--- config.mk ---
export PLATFORM = sky130hd
export DESIGN_NAME = csv_order_line_parser_unit
export DESIGN_NICKNAME = d
export VERILOG_FILES = /design/src/rtl/csvop_pkg.sv /design/src/rtl/csv_order_line_parser_unit.sv
export VERILOG_INCLUDE_DIRS = /design/src /design/src/rtl
export SDC_FILE = /design/constraint.sdc
export NUM_CORES = 2
export LEC_CHECK = 0
export ABC_AREA = 1
export BUFFER_PORTS_ARGS = -buffer_cell sky130_fd_sc_hd__buf_2
export CORE_MARGIN = 4
export CORE_UTILIZATION = 50
export CTS_CLUSTER_SIZE = 30
export DETAILED_ROUTE_END_ITERATION = 6
export PLACE_DENSITY_LB_ADDON = 0.05
export SYNTH_ARGS = -nofsm -noshare
export SYNTH_HDL_FRONTEND = slang
export SYNTH_SLANG_ARGS = --single-unit
--- constraint.sdc ---
create_clock -name clk -period 13.7 [get_ports clk]
set_clock_uncertainty 0.2 [all_clocks]
set_input_delay 4.11 -clock clk [delete_from_list [all_inputs] [get_ports clk]]
set_output_delay 4.11 -clock clk [all_outputs]
set_load 0.01 [all_outputs]
--- src/rtl/csv_order_line_parser_unit_macros.svh ---
// ----------------------------------------------------------------------------
// csv_order_line_parser_unit_macros.svh
// Assertion macros for the order line parser. They compile to nothing under SYNTH.
// ----------------------------------------------------------------------------
`ifndef CSV_ORDER_LINE_PARSER_UNIT_MACROS_SVH
`define CSV_ORDER_LINE_PARSER_UNIT_MACROS_SVH
`ifndef SYNTH
// same-cycle implication on clk, disabled while rst_n is low
`define CSVOP_ASSERT_IMP(lbl, ante, cons) \
  lbl: assert property (@(posedge clk) disable iff (!rst_n) (ante) |-> (cons)) \
    else $error("assertion failed");
// next-cycle implication on clk, disabled while rst_n is low
`define CSVOP_ASSERT_NXT(lbl, ante, cons) \
  lbl: assert property (@(posedge clk) disable iff (!rst_n) (ante) |=> (cons)) \
    else $error("assertion failed");
`else
`define CSVOP_ASSERT_IMP(lbl, ante, cons)
`define CSVOP_ASSERT_NXT(lbl, ante, cons)
`endif
`endif

--- src/rtl/csvop_pkg.sv ---
// ----------------------------------------------------------------------------
// csvop_pkg
// Codes, keyword constants and helpers for the order line parser.
// ----------------------------------------------------------------------------
`default_nettype none
package csvop_pkg;
  localparam logic [2:0] ST_OK        = 3'd0;
  localparam logic [2:0] ST_FEW       = 3'd1;
  localparam logic [2:0] ST_BAD_NUM   = 3'd2;
  localparam logic [2:0] ST_BAD_TYPE  = 3'd3;
  localparam logic [2:0] ST_BAD_SIDE  = 3'd4;

  localparam logic [1:0] KIND_MARKET = 2'd0;
  localparam logic [1:0] KIND_LIMIT  = 2'd1;
  localparam logic [1:0] KIND_CANCEL = 2'd2;
  localparam logic [1:0] KIND_MODIFY = 2'd3;

  // number phase codes
  localparam logic [1:0] PH_START = 2'd0;
  localparam logic [1:0] PH_SIGN  = 2'd1;
  localparam logic [1:0] PH_DIGIT = 2'd2;
  localparam logic [1:0] PH_STOP  = 2'd3;

  // field indexes
  localparam logic [2:0] FLD_ID     = 3'd0;
  localparam logic [2:0] FLD_STAMP  = 3'd1;
  localparam logic [2:0] FLD_TYPE   = 3'd2;
  localparam logic [2:0] FLD_SIDE   = 3'd3;
  localparam logic [2:0] FLD_PRICE  = 3'd4;
  localparam logic [2:0] FLD_QTY    = 3'd5;
  localparam logic [2:0] FLD_CLIENT = 3'd6;
  localparam logic [2:0] FLD_EXTRA  = 3'd7;

  localparam logic [7:0] CH_NL    = 8'd10;
  localparam logic [7:0] CH_COMMA = 8'd44;
  localparam logic [7:0] CH_PLUS  = 8'd43;
  localparam logic [7:0] CH_MINUS = 8'd45;
  localparam logic [7:0] CH_ZERO  = 8'd48;
  localparam logic [7:0] CH_NINE  = 8'd57;
  localparam logic [7:0] CH_UA    = 8'd65;
  localparam logic [7:0] CH_UZ    = 8'd90;

  localparam int unsigned KW_MAX = 6;

  // keywords, right aligned, lower case
  localparam logic [47:0] KW_MARKET = 48'h6D61726B6574;
  localparam logic [47:0] KW_LIMIT  = 48'h006C696D6974;
  localparam logic [47:0] KW_CANCEL = 48'h63616E63656C;
  localparam logic [47:0] KW_MODIFY = 48'h6D6F64696679;
  localparam logic [47:0] KW_BUY    = 48'h000000627579;
  localparam logic [47:0] KW_B      = 48'h000000000062;
  localparam logic [47:0] KW_SELL   = 48'h000073656C6C;
  localparam logic [47:0] KW_S      = 48'h000000000073;

  localparam logic [67:0] LIM_U64  = {4'h0, 64'hFFFF_FFFF_FFFF_FFFF};
  localparam logic [67:0] LIM_SPOS = {4'h0, 64'h7FFF_FFFF_FFFF_FFFF};
  localparam logic [67:0] LIM_SNEG = {4'h0, 64'h8000_0000_0000_0000};

  function automatic logic is_space(input logic [7:0] c);
    return (c == 8'd32) || (c >= 8'd9 && c <= 8'd13);
  endfunction
endpackage
`default_nettype wire

--- src/rtl/csv_order_line_parser_unit.sv ---
// A line's result is registered and shown in out_* in the cycle after its closing byte is accepted.
// Throughput: one byte per cycle while in_tready is high; the per-byte update (64-bit x10
// accumulate and range compare) and the field close both sit between state and result registers.
// in_tready drops only while a result waits in the output register and out_tready is low.
// Reset (rst_n low, synchronous): all line state cleared, no result pending, skip_header = 1.
// ----------------------------------------------------------------------------
// csv_order_line_parser_unit
// Byte-serial parser of comma-separated order lines, one order per line.
// ----------------------------------------------------------------------------
`default_nettype none
module csv_order_line_parser_unit (
  input  wire logic         clk,
  input  wire logic         rst_n,
  input  wire logic         cfg_valid,
  output logic              cfg_ready,
  input  wire logic         cfg_data,      // skip_header
  input  wire logic         in_tvalid,
  output logic              in_tready,
  input  wire logic [7:0]   in_tdata,      // [7:0] char_byte
  input  wire logic         in_tlast,      // end_of_input
  output logic              out_tvalid,
  input  wire logic         out_tready,
  // [63:0] order_id, [127:64] time_stamp, [129:128] order_kind, [130] side_sell,
  // [194:131] price_value, [258:195] quantity_value, [322:259] client_id,
  // [323] has_client, [327:324] zero
  output logic [327:0]      out_tdata,
  output logic [2:0]        out_tuser      // [2:0] status
);

  // ---------------- state ----------------
  logic        skip_header_r;
  logic        header_pending_r;
  logic [2:0]  field_number_r;
  logic [63:0] acc_r;
  logic [1:0]  phase_r;
  logic        minus_r, ovf_r;
  logic [47:0] word_r;
  logic [2:0]  wlen_r;
  logic        spoiled_r, sat_r;
  logic        line_nonblank_r, fhb_r;
  logic [2:0]  err_r;
  logic [63:0] h_id_r, h_stamp_r, h_price_r, h_qty_r, h_client_r;
  logic [1:0]  h_kind_r;
  logic        h_side_r, h_cv_r;

  logic          out_valid_r;
  logic [327:0]  out_data_r;
  logic [2:0]    out_status_r;

  logic acc_in;
  logic [7:0] c;
  logic line_end, is_comma, sp;

  assign cfg_ready  = 1'b1;
  assign in_tready  = !out_valid_r || out_tready;
  assign acc_in     = in_tvalid && in_tready;
  assign c          = in_tdata;
  assign is_comma   = (c == csvop_pkg::CH_COMMA);
  assign line_end   = in_tlast || (c == csvop_pkg::CH_NL);
  assign sp         = csvop_pkg::is_space(c);
  assign out_tvalid = out_valid_r;
  assign out_tdata  = out_data_r;
  assign out_tuser  = out_status_r;

  // ---------------- field byte: number path ----------------
  logic        num_field, word_field, is_signed, is_digit;
  logic [67:0] lim, sum;
  logic [63:0] acc_b;
  logic [1:0]  phase_b;
  logic        minus_b, ovf_b;

  assign word_field = (field_number_r == csvop_pkg::FLD_TYPE) ||
                      (field_number_r == csvop_pkg::FLD_SIDE);
  assign num_field  = !word_field && (field_number_r != csvop_pkg::FLD_EXTRA);
  assign is_signed  = (field_number_r == csvop_pkg::FLD_PRICE);
  assign is_digit   = (c >= csvop_pkg::CH_ZERO) && (c <= csvop_pkg::CH_NINE);
  // acc*10 + digit, wide enough that the range check is a plain compare
  assign sum = {1'b0, acc_r, 3'b000} + {3'b000, acc_r, 1'b0} +
               {64'd0, c[3:0] - csvop_pkg::CH_ZERO[3:0]};
  assign lim = !is_signed ? csvop_pkg::LIM_U64 :
               (minus_r ? csvop_pkg::LIM_SNEG : csvop_pkg::LIM_SPOS);

  always_comb begin
    acc_b = acc_r; phase_b = phase_r; minus_b = minus_r; ovf_b = ovf_r;
    if (phase_r != csvop_pkg::PH_STOP) begin
      if (sp) begin
        if (phase_r == csvop_pkg::PH_SIGN) begin
          ovf_b = 1'b1; phase_b = csvop_pkg::PH_STOP;
        end else if (phase_r == csvop_pkg::PH_DIGIT) begin
          phase_b = csvop_pkg::PH_STOP;
        end
      end else if (is_digit) begin
        if (sum > lim) begin
          ovf_b = 1'b1; phase_b = csvop_pkg::PH_STOP;
        end else begin
          acc_b = sum[63:0]; phase_b = csvop_pkg::PH_DIGIT;
        end
      end else if (phase_r == csvop_pkg::PH_DIGIT) begin
        phase_b = csvop_pkg::PH_STOP;
      end else if (phase_r == csvop_pkg::PH_START &&
                   (c == csvop_pkg::CH_PLUS || c == csvop_pkg::CH_MINUS)) begin
        if (c == csvop_pkg::CH_MINUS && !is_signed) begin
          ovf_b = 1'b1; phase_b = csvop_pkg::PH_STOP;
        end else begin
          minus_b = (c == csvop_pkg::CH_MINUS); phase_b = csvop_pkg::PH_SIGN;
        end
      end else begin
        ovf_b = 1'b1; phase_b = csvop_pkg::PH_STOP;
      end
    end
  end

  // ---------------- field byte: keyword path ----------------
  logic [47:0] word_b;
  logic [2:0]  wlen_b;
  logic        spoiled_b, sat_b;
  logic [7:0]  lc;

  assign lc = (c >= csvop_pkg::CH_UA && c <= csvop_pkg::CH_UZ) ? (c + 8'd32) : c;

  always_comb begin
    word_b = word_r; wlen_b = wlen_r; spoiled_b = spoiled_r; sat_b = sat_r;
    if (sp) begin
      if (wlen_r != 3'd0 || spoiled_r) sat_b = 1'b1;
    end else if (sat_r || wlen_r >= 3'(csvop_pkg::KW_MAX)) begin
      spoiled_b = 1'b1;
    end else begin
      word_b = {word_r[39:0], lc};
      wlen_b = wlen_r + 3'd1;
    end
  end

  // ---------------- operands of the field close ----------------
  // a comma or newline closes the field as it stands; any other last byte is taken in before the close
  logic        fb_num, fb_word;
  logic [63:0] f_acc;
  logic [1:0]  f_phase;
  logic        f_minus, f_ovf, f_spoiled;
  logic [47:0] f_word;
  logic [2:0]  f_wlen;

  assign fb_num  = !is_comma && !(c == csvop_pkg::CH_NL) && num_field;
  assign fb_word = !is_comma && !(c == csvop_pkg::CH_NL) && word_field;

  always_comb begin
    f_acc     = fb_num  ? acc_b     : acc_r;
    f_phase   = fb_num  ? phase_b   : phase_r;
    f_minus   = fb_num  ? minus_b   : minus_r;
    f_ovf     = fb_num  ? ovf_b     : ovf_r;
    f_word    = fb_word ? word_b    : word_r;
    f_wlen    = fb_word ? wlen_b    : wlen_r;
    f_spoiled = fb_word ? spoiled_b : spoiled_r;
  end

  function automatic logic word_is(input logic [47:0] w, input logic [2:0] n,
                                   input logic s, input logic [47:0] kw,
                                   input logic [2:0] kn);
    return !s && (n == kn) && (w == kw);
  endfunction

  logic        fhb_after, do_finish, num_good;
  logic [2:0]  err_f;
  logic [63:0] h_id_f, h_stamp_f, h_price_f, h_qty_f, h_client_f;
  logic [1:0]  h_kind_f;
  logic        h_side_f, h_cv_f;

  assign fhb_after = is_comma ? 1'b0 : ((c != csvop_pkg::CH_NL) ? 1'b1 : fhb_r);
  assign do_finish = is_comma || (line_end && fhb_after);
  assign num_good  = !f_ovf && f_phase[1];

  always_comb begin
    err_f = err_r;
    h_id_f = h_id_r; h_stamp_f = h_stamp_r; h_price_f = h_price_r;
    h_qty_f = h_qty_r; h_client_f = h_client_r; h_kind_f = h_kind_r;
    h_side_f = h_side_r; h_cv_f = h_cv_r;
    if (do_finish) begin
      case (field_number_r)
        csvop_pkg::FLD_ID: begin
          if (num_good) h_id_f = f_acc;
          else if (err_r == csvop_pkg::ST_OK) err_f = csvop_pkg::ST_BAD_NUM;
        end
        csvop_pkg::FLD_STAMP: begin
          if (num_good) h_stamp_f = f_acc;
          else if (err_r == csvop_pkg::ST_OK) err_f = csvop_pkg::ST_BAD_NUM;
        end
        csvop_pkg::FLD_TYPE: begin
          if (word_is(f_word, f_wlen, f_spoiled, csvop_pkg::KW_MARKET, 3'd6))
            h_kind_f = csvop_pkg::KIND_MARKET;
          else if (word_is(f_word, f_wlen, f_spoiled, csvop_pkg::KW_LIMIT, 3'd5))
            h_kind_f = csvop_pkg::KIND_LIMIT;
          else if (word_is(f_word, f_wlen, f_spoiled, csvop_pkg::KW_CANCEL, 3'd6))
            h_kind_f = csvop_pkg::KIND_CANCEL;
          else if (word_is(f_word, f_wlen, f_spoiled, csvop_pkg::KW_MODIFY, 3'd6))
            h_kind_f = csvop_pkg::KIND_MODIFY;
          else if (err_r == csvop_pkg::ST_OK) err_f = csvop_pkg::ST_BAD_TYPE;
        end
        csvop_pkg::FLD_SIDE: begin
          if (word_is(f_word, f_wlen, f_spoiled, csvop_pkg::KW_BUY, 3'd3) ||
              word_is(f_word, f_wlen, f_spoiled, csvop_pkg::KW_B, 3'd1))
            h_side_f = 1'b0;
          else if (word_is(f_word, f_wlen, f_spoiled, csvop_pkg::KW_SELL, 3'd4) ||
                   word_is(f_word, f_wlen, f_spoiled, csvop_pkg::KW_S, 3'd1))
            h_side_f = 1'b1;
          else if (err_r == csvop_pkg::ST_OK) err_f = csvop_pkg::ST_BAD_SIDE;
        end
        csvop_pkg::FLD_PRICE: begin
          if (num_good) h_price_f = f_minus ? (64'd0 - f_acc) : f_acc;
          else if (err_r == csvop_pkg::ST_OK) err_f = csvop_pkg::ST_BAD_NUM;
        end
        csvop_pkg::FLD_QTY: begin
          if (num_good) h_qty_f = f_acc;
          else if (err_r == csvop_pkg::ST_OK) err_f = csvop_pkg::ST_BAD_NUM;
        end
        csvop_pkg::FLD_CLIENT: begin
          // an empty or all-blank client field means no client
          if (!(f_phase == csvop_pkg::PH_START && !f_ovf)) begin
            if (num_good) begin
              h_client_f = f_acc; h_cv_f = 1'b1;
            end else if (err_r == csvop_pkg::ST_OK) begin
              err_f = csvop_pkg::ST_BAD_NUM;
            end
          end
        end
        default: begin
        end
      endcase
    end
  end

  // ---------------- line close ----------------
  // a comma that ends the line still opens the next field number
  logic       nonblank_after, skip, emit, ok;
  logic [2:0] fn_after;
  logic [3:0] count;
  logic [2:0] status;

  assign nonblank_after = line_nonblank_r || is_comma || !sp;
  assign fn_after = (is_comma && field_number_r != csvop_pkg::FLD_EXTRA) ?
                    (field_number_r + 3'd1) : field_number_r;
  assign count  = {1'b0, fn_after} + {3'b000, fhb_after};
  assign skip   = header_pending_r && skip_header_r;
  assign emit   = acc_in && line_end && !skip && nonblank_after;
  assign status = (count < 4'd6) ? csvop_pkg::ST_FEW : err_f;
  assign ok     = (status == csvop_pkg::ST_OK);

  // ---------------- registers ----------------
  always_ff @(posedge clk) begin
    if (!rst_n) begin
      skip_header_r <= 1'b1;
    end else if (cfg_valid && cfg_ready) begin
      skip_header_r <= cfg_data;
    end
  end

  always_ff @(posedge clk) begin
    if (!rst_n) begin
      header_pending_r <= 1'b1;
      field_number_r <= '0; acc_r <= '0; phase_r <= csvop_pkg::PH_START;
      minus_r <= 1'b0; ovf_r <= 1'b0; word_r <= '0; wlen_r <= '0;
      spoiled_r <= 1'b0; sat_r <= 1'b0; line_nonblank_r <= 1'b0; fhb_r <= 1'b0;
      err_r <= csvop_pkg::ST_OK;
      h_id_r <= '0; h_stamp_r <= '0; h_price_r <= '0; h_qty_r <= '0;
      h_client_r <= '0; h_kind_r <= '0; h_side_r <= 1'b0; h_cv_r <= 1'b0;
    end else if (acc_in) begin
      if (line_end) begin
        header_pending_r <= in_tlast;
        field_number_r <= '0; acc_r <= '0; phase_r <= csvop_pkg::PH_START;
        minus_r <= 1'b0; ovf_r <= 1'b0; word_r <= '0; wlen_r <= '0;
        spoiled_r <= 1'b0; sat_r <= 1'b0; line_nonblank_r <= 1'b0; fhb_r <= 1'b0;
        err_r <= csvop_pkg::ST_OK;
        h_id_r <= '0; h_stamp_r <= '0; h_price_r <= '0; h_qty_r <= '0;
        h_client_r <= '0; h_kind_r <= '0; h_side_r <= 1'b0; h_cv_r <= 1'b0;
      end else begin
        err_r <= err_f;
        h_id_r <= h_id_f; h_stamp_r <= h_stamp_f; h_price_r <= h_price_f;
        h_qty_r <= h_qty_f; h_client_r <= h_client_f; h_kind_r <= h_kind_f;
        h_side_r <= h_side_f; h_cv_r <= h_cv_f;
        line_nonblank_r <= nonblank_after;
        fhb_r <= fhb_after;
        if (is_comma) begin
          field_number_r <= fn_after;
          acc_r <= '0; phase_r <= csvop_pkg::PH_START; minus_r <= 1'b0;
          ovf_r <= 1'b0; word_r <= '0; wlen_r <= '0; spoiled_r <= 1'b0;
          sat_r <= 1'b0;
        end else begin
          acc_r <= f_acc; phase_r <= f_phase; minus_r <= f_minus; ovf_r <= f_ovf;
          word_r <= f_word; wlen_r <= f_wlen; spoiled_r <= f_spoiled;
          sat_r <= fb_word ? sat_b : sat_r;
        end
      end
    end
  end

  // result register; a rejected line carries zero payload
  always_ff @(posedge clk) begin
    if (!rst_n) begin
      out_valid_r <= 1'b0;
    end else if (emit) begin
      out_valid_r <= 1'b1;
    end else if (out_tready) begin
      out_valid_r <= 1'b0;
    end
  end

  always_ff @(posedge clk) begin
    if (emit) begin
      out_status_r <= status;
      out_data_r   <= ok ? {4'h0, h_cv_f, h_client_f, h_qty_f, h_price_f, h_side_f,
                            h_kind_f, h_stamp_f, h_id_f} : '0;
    end
  end

  // ---------------- assertions ----------------
`include "csv_order_line_parser_unit_macros.svh"
  `CSVOP_ASSERT_IMP(a_err_zero, out_tvalid && out_tuser != csvop_pkg::ST_OK, out_tdata == '0)
  `CSVOP_ASSERT_NXT(a_no_mid_line_out, acc_in && !line_end && !out_valid_r, !out_valid_r)
  `CSVOP_ASSERT_NXT(a_line_cleared, acc_in && line_end,
                    field_number_r == '0 && !line_nonblank_r && err_r == csvop_pkg::ST_OK)

endmodule
`default_nettype wire
==> results_dict.tcl <==
set metrics [dict create \
    vias 42253 \
    layout_common_cells "nand2_1 (1965), inv_1 (614), a21oi_1 (563)" \
    layout.nets 6685 \
    final_util_pct 56.37 \
    endpoint_kind "flop" \
    grt_overflow 0 \
    slowest_stage "fa_1" \
    syn_inst 6278 \
    max-cap-violations 0 \
    ys_ff_latch 783 \
    cts_tree "done" \
    worst-endpoint-required_ps 13860 \
    grt_use_total_pct 31.02 \
    area_growth_syn_to_layout_pct 11.35 \
    synth_ff_type "dfxtp_1" \
    cts_root_buffer "clkbuf_16" \
    hold_viol_final 0 \
    final_max_slew_viol_count 0 \
    yosysWarningCount 0 \
    cts_setup_buffers 0 \
    crit_fanout 44 \
    dieArea_um2 96460 \
    wl_per_cell_um 20.19 \
    p_leak_nw 20.17 \
    die_y_um 310.6 \
    finalSetupViolCount 0 \
    die_x_um 310.6 \
    vdd_ir_drop_max_uv 142.2 \
    numCtsBuffers 88 \
    synth_enable_flop_cells 327 \
    grt_pass1_wl_um 234900 \
    clkTransAtPathRegs_ps 60 \
    hold_depth 2 \
    worstMarginPinSlew_ps 1153 \
    drc 0 \
    status "completed" \
    first_pass_iters 6 \
    fmax_mhz 87.13 \
    period_share_pct 83.78 \
    synthesis.area_um2 45780 \
    final_layout_size_suffix_gt1_share_pct 15.65 \
    criticalPathCategory "input pin to flop" \
    core_um2 90420 \
    gp_congestion 0.9302 \
    tns_ps 0 \
    worstSetupStartpointType "input pin" \
    htree_levels 3 \
    grt_start_max_net_pins 151 \
    grt_pass1_vias 38670 \
    antenna_found_initial 5 \
    async_reset_ff_share_pct 0 \
    ys_seq_area_share_pct 41.39 \
    ios 349 \
    io_buffers 343 \
    max_slew_margin_pct 23.11 \
    slowest_delay_ps 590 \
    cts.sinks 783 \
    drtAntennaViolNets 0 \
    insertion_delay_ps 670 \
    holdCritPathClass "flop to flop" \
    wirelength_um 155700 \
    initial_utilization_pct 50.63 \
    synth_top_area_share_pct 21.45 \
    clock_path_buffers 3 \
    cpMostUsedCell "nand2_1" \
    rsz0062_at_grt "no" \
    synth_area_leaders "edfxtp_1 (21%), dfxtp_1 (20%), nand2_1 (16%)" \
    synth_top_area_cell "edfxtp_1" \
    final_cells 7715 \
    dp.cells 7550 \
    fin_crit_ps 11480 \
    cp.arrival_ps 11640 \
    powerDensity_nw_per_um2 102.0 \
    postCtsResizedCells 0 \
    final_common_cell "nand2_1" \
    cts_hold_buffers 0 \
    drtIter0Drc 4230 \
    viasPerCell 5.477 \
    synth.distinct_cells 66 \
    dpl.hpwl_um 110500 \
    core.rowCount 110 \
    r2r_cells 44 \
    synth_area_per_cell_um2 7.292 \
]
registers in the layout, summed over array words and instances, names as in the netlist, 2 cells and up:
register        count
out_tdata         324
acc_r              64
h_client_r         64
h_id_r             64
h_price_r          64
h_qty_r            64
h_stamp_r          64
word_r             48
err_r               3
field_number_r      3
out_tuser           3
wlen_r              3
h_kind_r            2
phase_r             2
final cells by class:
| cell class | instances | area (um^2) |
|---|---|---|
| antenna | 1 | 2.502 |
| clock buffer | 124 | 2581 |
| clock inverter | 40 | 450.4 |
| fill | 8696 | 39450 |
| inverter | 653 | 2479 |
| multi-input combinational | 4551 | 22940 |
| sequential | 783 | 18950 |
| tap | 1176 | 1471 |
| timing repair buffer | 387 | 2097 |
per-layer routing:
layer	vias up	share of wire [%]	global-route usage, %
li1	20626	-	-
met1	19931	44	43.25
met2	1462	46	50.33
met3	232	6.4	3.989
met4	2	3.1	9.796
met5	-	0.0064	0
path summary, 6_finish.rpt:
kind                from        endpoint  slack, ps
max          in_tdata[3]  out_tdata[191]       2220
min reg2reg        fhb_r           fhb_r        260
min                fhb_r           fhb_r        260
max reg2reg     acc_r[2]  out_tdata[191]       5410
cell usage after synthesis (all sizes together), types with 2 or more instances:
| cell | n |
|---|---|
| nand2 | 2007 |
| nor2 | 704 |
| inv | 648 |
| a21oi | 566 |
| dfxtp | 456 |
| o21ai | 342 |
| edfxtp | 327 |
| nand3 | 213 |
| ha | 204 |
| clkbuf | 178 |
| or2 | 121 |
| buf | 116 |
| nand4 | 95 |
| xor2 | 57 |
| o21a | 56 |
| nor3 | 41 |
| o21bai | 23 |
| nor4 | 21 |
| and3 | 15 |
| xnor2 | 13 |
| and2 | 9 |
| o211ai | 9 |
| a31oi | 7 |
| o22ai | 7 |
| clkinv | 5 |
| nand3b | 5 |
| a21boi | 4 |
| a21o | 4 |
| a211oi | 3 |
| a2bb2oi | 3 |
| mux2i | 3 |
| conb | 2 |
| fa | 2 |
| nor3b | 2 |
kinds of logic after synthesis:
| family | Yosys count | share of synthesized area, % |
|---|---|---|
| compound gates | 1032 | 12.13 |
| xor+xnor | 70 | 1.339 |
| fa+ha+maj | 206 | 5.663 |
| buf+inv | 947 | 8.618 |
| flops | 783 | 41.39 |
| mux | 3 | 0.06560 |
| other cells | 2 | 0.01641 |
| simple gates | 3235 | 30.78 |
critical path: cells and delay by family:
| family | cells | cell delay [ps] |
|---|---|---|
| buf+inv | 6 | 970 |
| simple gates | 32 | 4050 |
| fa+ha+maj | 4 | 1570 |
| compound gates | 3 | 880 |
report_power, final:
group / switching [mW] / internal [mW] / leakage, nW / total (mW)
clock network: 1.02 / 1.44 / 1.49 / 2.46
logic: 0.215 / 0.0568 / 12.0 / 0.272
registers: 0.0148 / 2.45 / 6.64 / 2.47
per-stage QoR:
stage | hold slack [ps] | area (um^2) | setup WS (ps) | total power [mW]
global placement | 244.0 | 47940 | 1620 | 2.786
finish | 259.7 | 50970 | 2223 | 5.198
detailed placement | 250.7 | 47940 | 1690 | 2.785
floorplan | 231.8 | 45790 | 1529 | 2.684
CTS | 260.2 | 50970 | 2368 | 5.227
global route | 273.7 | 50970 | 1611 | 5.345
Note: power is estimated with default switching activity, not from simulation.
